--- src/design/gda_pkg.sv ---
// Shared types, constants and calendar helpers for the Gregorian date adder.
// No dependencies; imported by the controller, the datapath and the top level.
package gda_pkg;

    localparam logic [13:0] YEAR_MIN  = 14'd1900;
    localparam logic [13:0] YEAR_MAX  = 14'd9999;
    localparam logic [3:0]  MONTH_MIN = 4'd1;
    localparam logic [3:0]  MONTH_MAX = 4'd12;
    localparam logic [4:0]  DAY_MIN   = 5'd1;
    localparam logic [4:0]  DAY_MAX   = 5'd31;
    localparam logic [8:0]  DAYS_LEAP = 9'd366;
    localparam logic [8:0]  DAYS_NORM = 9'd365;
    localparam logic [4:0]  FEB_LEAP  = 5'd29;
    localparam logic [3:0]  FEBRUARY  = 4'd2;

    // 25 * 7209 == 1 mod 2^14: y is a multiple of 25 iff (y * 7209) mod 2^14 <= (2^14-1)/25
    localparam logic [13:0] INV25       = 14'd7209;
    localparam logic [13:0] DIV25_LIMIT = 14'd655;

    typedef enum logic [1:0] {
        ST_IDLE,
        ST_YEAR,
        ST_MONTH,
        ST_REPORT
    } state_t;

    typedef enum logic [2:0] {
        CMD_NONE,
        CMD_LOAD,
        CMD_ADV_INIT,
        CMD_YEAR_STEP,
        CMD_SATURATE,
        CMD_MONTH_STEP,
        CMD_FINISH,
        CMD_REPORT
    } cmd_t;

    typedef struct packed {
        logic year_over;    // remaining days exceed the current year
        logic year_at_max;  // current year is the last one allowed
        logic month_over;   // remaining days exceed the current month, which is not December
    } status_t;

    function automatic logic is_leap(input logic [13:0] y);
        logic [27:0] prod;
        logic        div4;
        logic        div16;
        logic        div25;
        prod  = 28'(y) * 28'(INV25);
        div4  = (y[1:0] == 2'd0);
        div16 = (y[3:0] == 4'd0);
        div25 = (prod[13:0] <= DIV25_LIMIT);
        return div4 && (!div25 || div16);
    endfunction

    function automatic logic [4:0] month_len(input logic leap, input logic [3:0] m);
        logic [4:0] len;
        case (m)
            4'd2:                    len = leap ? FEB_LEAP : 5'd28;
            4'd4, 4'd6, 4'd9, 4'd11: len = 5'd30;
            default:                 len = 5'd31;
        endcase
        return len;
    endfunction

    // days in the months before m, common year
    function automatic logic [8:0] days_before(input logic [3:0] m);
        logic [8:0] d;
        case (m)
            4'd2:    d = 9'd31;
            4'd3:    d = 9'd59;
            4'd4:    d = 9'd90;
            4'd5:    d = 9'd120;
            4'd6:    d = 9'd151;
            4'd7:    d = 9'd181;
            4'd8:    d = 9'd212;
            4'd9:    d = 9'd243;
            4'd10:   d = 9'd273;
            4'd11:   d = 9'd304;
            4'd12:   d = 9'd334;
            default: d = 9'd0;
        endcase
        return d;
    endfunction

endpackage

--- src/design/gda_ctrl.sv ---
// Sequencer for the date adder: accepts a transaction, steps the datapath through
// years and months, and hands the result to the output register. Uses gda_pkg.
module gda_ctrl
    import gda_pkg::*;
(
    input  logic    clk,
    input  logic    rst_n,
    input  logic    in_valid,
    output logic    in_stall,
    input  logic    op,
    output logic    out_valid,
    input  logic    out_stall,
    input  status_t status,
    output cmd_t    cmd
);

    state_t state_reg;
    state_t state_next;
    logic   out_valid_reg;
    logic   out_valid_next;
    logic   out_free;

    assign out_free = !out_valid_reg || !out_stall;

    always_comb
    begin
        state_next = state_reg;
        case (state_reg)
            ST_IDLE:
            begin
                if (in_valid)
                begin
                    state_next = op ? ST_YEAR : ST_REPORT;
                end
            end
            ST_YEAR:
            begin
                if (status.year_over)
                begin
                    state_next = status.year_at_max ? ST_REPORT : ST_YEAR;
                end
                else
                begin
                    state_next = ST_MONTH;
                end
            end
            ST_MONTH:
            begin
                if (!status.month_over)
                begin
                    state_next = ST_REPORT;
                end
            end
            ST_REPORT:
            begin
                if (out_free)
                begin
                    state_next = ST_IDLE;
                end
            end
            default: state_next = ST_IDLE;
        endcase
    end

    always_comb
    begin
        cmd = CMD_NONE;
        case (state_reg)
            ST_IDLE:
            begin
                if (in_valid)
                begin
                    cmd = op ? CMD_ADV_INIT : CMD_LOAD;
                end
            end
            ST_YEAR:
            begin
                if (status.year_over)
                begin
                    cmd = status.year_at_max ? CMD_SATURATE : CMD_YEAR_STEP;
                end
            end
            ST_MONTH:
            begin
                cmd = status.month_over ? CMD_MONTH_STEP : CMD_FINISH;
            end
            ST_REPORT:
            begin
                if (out_free)
                begin
                    cmd = CMD_REPORT;
                end
            end
            default: cmd = CMD_NONE;
        endcase
    end

    always_comb
    begin
        if (cmd == CMD_REPORT)
        begin
            out_valid_next = 1'b1;
        end
        else if (!out_stall)
        begin
            out_valid_next = 1'b0;
        end
        else
        begin
            out_valid_next = out_valid_reg;
        end
    end

    always_ff @(posedge clk or negedge rst_n)
    begin
        if (!rst_n)
        begin
            state_reg     <= ST_IDLE;
            out_valid_reg <= 1'b0;
        end
        else
        begin
            state_reg     <= state_next;
            out_valid_reg <= out_valid_next;
        end
    end

    assign in_stall  = (state_reg != ST_IDLE);
    assign out_valid = out_valid_reg;

    // a new result never lands on one that is still waiting
    assert property (@(posedge clk) disable iff (!rst_n)
        (cmd == CMD_REPORT) |-> (!out_valid_reg || !out_stall))
        else $error("result register overwritten while stalled");

    // an accepted load moves straight to the report state
    assert property (@(posedge clk) disable iff (!rst_n)
        (state_reg == ST_IDLE && in_valid && !op) |=> (state_reg == ST_REPORT))
        else $error("load did not go straight to report");

    assert property (@(posedge clk) disable iff (!rst_n)
        (state_reg == ST_REPORT && out_free) |=> (out_valid_reg && state_reg == ST_IDLE))
        else $error("report did not raise out_valid");

endmodule

--- src/design/gda_datapath.sv ---
// Date registers, day counter and result register for the date adder.
// Driven by commands from gda_ctrl; uses gda_pkg for constants and calendar helpers.
module gda_datapath
    import gda_pkg::*;
#(
    parameter int OFFSET_BITS = 16
)
(
    input  logic                   clk,
    input  logic                   rst_n,
    input  cmd_t                   cmd,
    output status_t                status,
    input  logic [13:0]            in_year,
    input  logic [3:0]             in_month,
    input  logic [4:0]             in_day,
    input  logic [OFFSET_BITS-1:0] offset_days,
    output logic [13:0]            out_year,
    output logic [3:0]             out_month,
    output logic [4:0]             out_day,
    output logic [8:0]             day_of_year,
    output logic [8:0]             days_left,
    output logic                   leap_flag
);

    // room for the largest ordinal day plus the largest offset
    localparam int TOT_W = OFFSET_BITS + 2;

    logic [13:0]      year_reg,  year_next;
    logic [3:0]       month_reg, month_next;
    logic [4:0]       day_reg,   day_next;
    logic             leap_reg,  leap_next;
    logic [TOT_W-1:0] total_reg, total_next;

    logic [13:0] o_year_reg;
    logic [3:0]  o_month_reg;
    logic [4:0]  o_day_reg;
    logic [8:0]  o_doy_reg;
    logic [8:0]  o_left_reg;
    logic        o_leap_reg;

    logic [13:0] ld_year;
    logic [3:0]  ld_month;
    logic [4:0]  ld_day;
    logic [4:0]  ld_mlen;
    logic [13:0] leap_arg;
    logic        leap_calc;
    logic [8:0]  cur_doy;
    logic [8:0]  year_len;
    logic [4:0]  cur_mlen;

    // year fed to the single leap unit: the clamped load year or the next year
    assign leap_arg  = (cmd == CMD_LOAD) ? ld_year : (year_reg + 14'd1);
    assign leap_calc = is_leap(leap_arg);

    always_comb
    begin
        if (in_month < MONTH_MIN)
        begin
            ld_month = MONTH_MIN;
        end
        else if (in_month > MONTH_MAX)
        begin
            ld_month = MONTH_MAX;
        end
        else
        begin
            ld_month = in_month;
        end

        if (in_year < YEAR_MIN)
        begin
            ld_year = YEAR_MIN;
        end
        else if (in_year > YEAR_MAX)
        begin
            ld_year = YEAR_MAX;
        end
        else
        begin
            ld_year = in_year;
        end
    end

    // day clamp needs the leap flag of the clamped year
    always_comb
    begin
        ld_mlen = month_len(leap_calc, ld_month);
        if (in_day < DAY_MIN)
        begin
            ld_day = DAY_MIN;
        end
        else if (in_day > ld_mlen)
        begin
            ld_day = ld_mlen;
        end
        else
        begin
            ld_day = in_day;
        end
    end

    assign year_len = leap_reg ? DAYS_LEAP : DAYS_NORM;
    assign cur_mlen = month_len(leap_reg, month_reg);
    assign cur_doy  = days_before(month_reg)
                    + 9'((leap_reg && month_reg > FEBRUARY) ? 1 : 0)
                    + 9'(day_reg);

    assign status.year_over   = total_reg > TOT_W'(year_len);
    assign status.year_at_max = year_reg >= YEAR_MAX;
    assign status.month_over  = (month_reg < MONTH_MAX) && (total_reg > TOT_W'(cur_mlen));

    always_comb
    begin
        year_next  = year_reg;
        month_next = month_reg;
        day_next   = day_reg;
        leap_next  = leap_reg;
        total_next = total_reg;
        case (cmd)
            CMD_LOAD:
            begin
                year_next  = ld_year;
                month_next = ld_month;
                day_next   = ld_day;
                leap_next  = leap_calc;
            end
            CMD_ADV_INIT:
            begin
                total_next = TOT_W'(cur_doy) + TOT_W'(offset_days);
                month_next = MONTH_MIN;
            end
            CMD_YEAR_STEP:
            begin
                total_next = total_reg - TOT_W'(year_len);
                year_next  = year_reg + 14'd1;
                leap_next  = leap_calc;
            end
            CMD_SATURATE:
            begin
                year_next  = YEAR_MAX;
                month_next = MONTH_MAX;
                day_next   = DAY_MAX;
                leap_next  = is_leap(YEAR_MAX);
            end
            CMD_MONTH_STEP:
            begin
                total_next = total_reg - TOT_W'(cur_mlen);
                month_next = month_reg + 4'd1;
            end
            CMD_FINISH:
            begin
                day_next = total_reg[4:0];
            end
            default:
            begin
            end
        endcase
    end

    always_ff @(posedge clk or negedge rst_n)
    begin
        if (!rst_n)
        begin
            year_reg  <= YEAR_MIN;
            month_reg <= MONTH_MIN;
            day_reg   <= DAY_MIN;
            leap_reg  <= 1'b0;
        end
        else
        begin
            year_reg  <= year_next;
            month_reg <= month_next;
            day_reg   <= day_next;
            leap_reg  <= leap_next;
        end
    end

    always_ff @(posedge clk)
    begin
        total_reg <= total_next;
        if (cmd == CMD_REPORT)
        begin
            o_year_reg  <= year_reg;
            o_month_reg <= month_reg;
            o_day_reg   <= day_reg;
            o_doy_reg   <= cur_doy;
            o_left_reg  <= year_len - cur_doy;
            o_leap_reg  <= leap_reg;
        end
    end

    assign out_year    = o_year_reg;
    assign out_month   = o_month_reg;
    assign out_day     = o_day_reg;
    assign day_of_year = o_doy_reg;
    assign days_left   = o_left_reg;
    assign leap_flag   = o_leap_reg;

    assert property (@(posedge clk) disable iff (!rst_n)
        leap_reg == is_leap(year_reg))
        else $error("leap flag out of step with year");

    assert property (@(posedge clk) disable iff (!rst_n)
        (year_reg >= YEAR_MIN) && (year_reg <= YEAR_MAX)
        && (month_reg >= MONTH_MIN) && (month_reg <= MONTH_MAX))
        else $error("stored date out of range");

    assert property (@(posedge clk) disable iff (!rst_n)
        (cmd == CMD_YEAR_STEP) |=> (year_reg == $past(year_reg) + 14'd1))
        else $error("year step did not advance the year");

    assert property (@(posedge clk) disable iff (!rst_n)
        (cmd == CMD_REPORT) |-> (day_reg >= DAY_MIN) && (day_reg <= cur_mlen))
        else $error("reported day past end of month");

endmodule

--- src/design/gregorian_date_add_days_top.sv ---
// Gregorian date register with day advance: a load (op 0) stores a clamped date, an
// advance (op 1) moves the stored date forward by offset_days. Each transaction yields
// one result: date, ordinal day, days left in the year and the leap flag. A load
// goes from acceptance through the report state into the result register. An advance
// runs the year loop, subtracting one year length per cycle, then walks at most 11
// months of the final year, sets the day and reports. Saturation at 9999-12-31 ends
// the walk early. The result register lets the next transaction be accepted while a
// result waits.
// Depends on gda_pkg, gda_ctrl and gda_datapath.
module gregorian_date_add_days_top
    import gda_pkg::*;
#(
    parameter int OFFSET_BITS = 16
)
(
    input  logic                   clk,
    input  logic                   rst_n,
    input  logic                   in_valid,
    output logic                   in_stall,
    input  logic                   op,
    input  logic [13:0]            in_year,
    input  logic [3:0]             in_month,
    input  logic [4:0]             in_day,
    input  logic [OFFSET_BITS-1:0] offset_days,
    output logic                   out_valid,
    input  logic                   out_stall,
    output logic [13:0]            out_year,
    output logic [3:0]             out_month,
    output logic [4:0]             out_day,
    output logic [8:0]             day_of_year,
    output logic [8:0]             days_left,
    output logic                   leap_flag
);

    cmd_t    cmd;
    status_t status;

    gda_ctrl u_ctrl (
        .clk       (clk),
        .rst_n     (rst_n),
        .in_valid  (in_valid),
        .in_stall  (in_stall),
        .op        (op),
        .out_valid (out_valid),
        .out_stall (out_stall),
        .status    (status),
        .cmd       (cmd)
    );

    gda_datapath #(
        .OFFSET_BITS (OFFSET_BITS)
    ) u_datapath (
        .clk         (clk),
        .rst_n       (rst_n),
        .cmd         (cmd),
        .status      (status),
        .in_year     (in_year),
        .in_month    (in_month),
        .in_day      (in_day),
        .offset_days (offset_days),
        .out_year    (out_year),
        .out_month   (out_month),
        .out_day     (out_day),
        .day_of_year (day_of_year),
        .days_left   (days_left),
        .leap_flag   (leap_flag)
    );

endmodule

--- config.mk ---
export PLATFORM = sky130hd
export DESIGN_NAME = gregorian_date_add_days_top
export DESIGN_NICKNAME = d
export VERILOG_FILES = /design/src/design/gda_pkg.sv /design/src/design/gda_ctrl.sv /design/src/design/gda_datapath.sv /design/src/design/gregorian_date_add_days_top.sv
export SDC_FILE = /design/constraint.sdc
export NUM_CORES = 1
export LEC_CHECK = 0
export ABC_AREA = 1
export ABC_CLOCK_PERIOD_IN_PS = 18890
export BUFFER_PORTS_ARGS = -buffer_cell sky130_fd_sc_hd__clkbuf_2
export CELL_PAD_IN_SITES_DETAIL_PLACEMENT = 0
export CELL_PAD_IN_SITES_GLOBAL_PLACEMENT = 1
export CORE_ASPECT_RATIO = 1.2
export CORE_MARGIN = 2
export CORE_UTILIZATION = 25
export CTS_BUF_LIST = sky130_fd_sc_hd__clkbuf_4
export CTS_CLUSTER_SIZE = 20
export DETAILED_ROUTE_END_ITERATION = 16
export GPL_TIMING_DRIVEN = 0
export PLACE_DENSITY = 0.5
export SLEW_MARGIN = 40
export SYNTH_ARGS = -nofsm -noshare
export SYNTH_HDL_FRONTEND = slang
export SYNTH_SLANG_ARGS = --single-unit
export TNS_END_PERCENT = 50
--- constraint.sdc ---
create_clock -name clk -period 18.89 [get_ports clk]
set_input_delay 2.8335 -clock clk [delete_from_list [all_inputs] [get_ports clk]]
set_output_delay 2.8335 -clock clk [all_outputs]
set_load 0.05 [all_outputs]
==> impl_metrics.toml <==
[outcome]
status = "complete, no violations"

[worst_setup_path]
ff2ff_setup_slack_ns = 11.80
crit_path_end_kind = "flop"
start_kind = "input port"
crit_start = "in_valid"
worstSetupEndpoint = "u_datapath.day_reg[1]"
reg2regPathDepth = 38
rr_endpoint = "u_datapath.day_reg[1]"
path_common_cell = "nand2_1"
cp_data_required_time_ns = 19.27
cp_slowest_stage_delay_ns = 0.62
cp_slowest_cell = "fa_1"
crit_type = "input port to flop"
cp.arrival_ns = 9.50
r2r_start = "u_ctrl.state_reg[1]"
crit_fanout = 10

[finish]
nets = 1155
n_fill_cell = 3335
seq_area_um2 = 2489
design_area_um2 = 8638
mostFrequentLayoutCell = "nand2_1"
largest_register_ffs = 18
multiInputGateArea_um2 = 4418
layout_common_cells = "nand2_1 (166), inv_1 (135), clkbuf_2 (86)"
layout-drive-gt1-share_pct = 19.40
area_growth_pct = 14.19

[clock_tree]
cts_sinks = 87
htreeDepth = 3
cts_made_buffers = 9
cts-resized-gates = 0
post_cts_buffers = 0
cts_tree = "yes"
clock_path_buffers = 2
cts_hold_buf = 0
path_clk_slew_ns = 0.16
clock_latency_ns = 0.48
cts-root-buf = "clkbuf_4"

[detailed_routing]
viasPerCell = 4.508
drtPass1Iterations = 4
detail-route-antenna-nets = 0
drc_errors = 0
drtIter0Drc = 261
vias = 6411
wirelength_um = 22560
avgRoutedWirePerCell_um = 15.86

[synthesis]
syn_inst = 927
yosys_warnings = 0
synth_top_area_cell = "edfxtp_1"
ys_seq_area_share_pct = 32.90
synthesis.nets = 1056
synth_flop_cell = "edfxtp_1"
synth_edf_count = 60
ys_ff_latch = 87
yosys.area.top_type_share_pct = 23.82
async_flop_share_pct = 31.03
avgSynthCellArea_um2 = 8.160
syn_area_um2 = 7565
synth_area_leaders = "edfxtp_1 (24%), ha_1 (11%), nand2_1 (8.2%), inv_1 (6.7%), dfrtp_1 (6.0%)"
ys_types = 55

[placed_design]
place_area_um2 = 8521
gp_congestion = 0.7926
io_buffers = 87
hpwl_um = 18620
dp_slack_ns = 9.122

[hold_path]
hp-class = "flop to flop"

[global_route]
top_usage_layer = "met2"
use_met1_pct = 17.64
grt_overflow_total = 0
grt_pass1_vias = 6630
grt_max_degree = 33
antenna_found_initial = 1
grt_util_met3_pct = 1.344
track_usage_pct = 14.74
grt_pass1_wl_um = 36140
grtUsageMet2_pct = 27.73

[sta]
hold_viol = 0
worst_slack_ns = 9.774
fin_skew_ns = 0.01836
worstMarginPinSlew_ns = 0.7919
finalSetupTns_ns = 0
whs_ns = 0.5027
slew_headroom_pct = 47.05
finalCriticalPeriod_ns = 9.116
fin_crit_sh_pct = 48.26
slew_viol_final = 0
fmax_ghz = 0.1097
setup_viol_count_final = 0
rsz0062_at_grt = "false"

[die]
rows = 69
dieArea_um2 = 31670
die_x_um = 162.8
core_um2 = 29700
initial_core_util_pct = 25.47
die_y_um = 194.6
ios = 88

[run]
maxCapViolations = 0
==> cells by family (layout without fill, tap and decap cells) <==
kind of cell	count (synthesis)	in the layout	synth area share [%]
AO/OA/AOI/OAI	161	161	12.88
XOR/XNOR	53	53	6.136
adder cells (fa/ha/maj)	85	85	15.75
buffers and inverters	170	274	8.832
flip-flops	87	87	32.90
multiplexers	1	1	0.1323
other	0	1	0
AND/OR/NAND/NOR	370	370	23.37
==> per-stage QoR <==
stage          instances  util, %
2_1_floorplan        927        -
3_3_place_gp        1404    28.58
3_5_place_dp        1405    28.69
4_1_cts             1421    29.08
5_1_grt             1422    29.09
6_report            1422    29.09
==> worst max-delay path: cells and delay by family <==
family / cells / cell delay (ns)
simple gates: 16 / 1.25
fa+ha+maj: 7 / 2.76
buf+inv: 8 / 1.20
compound gates: 7 / 1.46
==> worst min path at each step <==
stage	from	to	slack [ns]	cells past startpoint
finish	u_datapath.day_reg[0]	u_datapath.day_reg[0]	0.50	2
global route	u_datapath.month_reg[3]	u_datapath.out_month[3]	0.55	0
CTS	u_datapath.day_reg[0]	u_datapath.day_reg[0]	0.51	2
detailed placement	u_datapath.day_reg[0]	u_datapath.day_reg[0]	0.48	2
global placement	u_datapath.day_reg[0]	u_datapath.day_reg[0]	0.47	2
floorplan	u_datapath.day_reg[0]	u_datapath.day_reg[0]	0.45	2
==> per-layer routing <==
metal	vias to the layer above	part of all wire, %
li1	3305	-
met1	3007	44
met2	81	53
met3	18	2.0
met4	0	1.3
met5	-	0
==> synth_stat cells (all sizes together) (6+ instances only) <==
master and number:
nand2 187, inv 154, nor2 82, ha 68, o21ai 65, edfxtp 60
nand3 59, a21oi 43, xor2 40, dfrtp 18, fa 17, o221ai 14
xnor2 13, nor3 11, buf 10, nand4 10, dfstp 9, or2 8
o211ai 7, nor4 6, o22ai 6
==> layout make-up <==
type                            count  area share, %
Multi-Input combinational cell    670          51.14
Clock buffer                        9         0.7822
Sequential cell                    87          28.81
Inverter                          155          6.735
Buffer                             15         0.9994
Tap cell                          390          5.649
Antenna cell                        1        0.02897
Clock inverter                      7         0.5504
Timing Repair Buffer               88          5.301
Power is left out: the tool's default activity adds up to more than one toggle a clock period on the data nets, which glitch-free logic cannot reach.
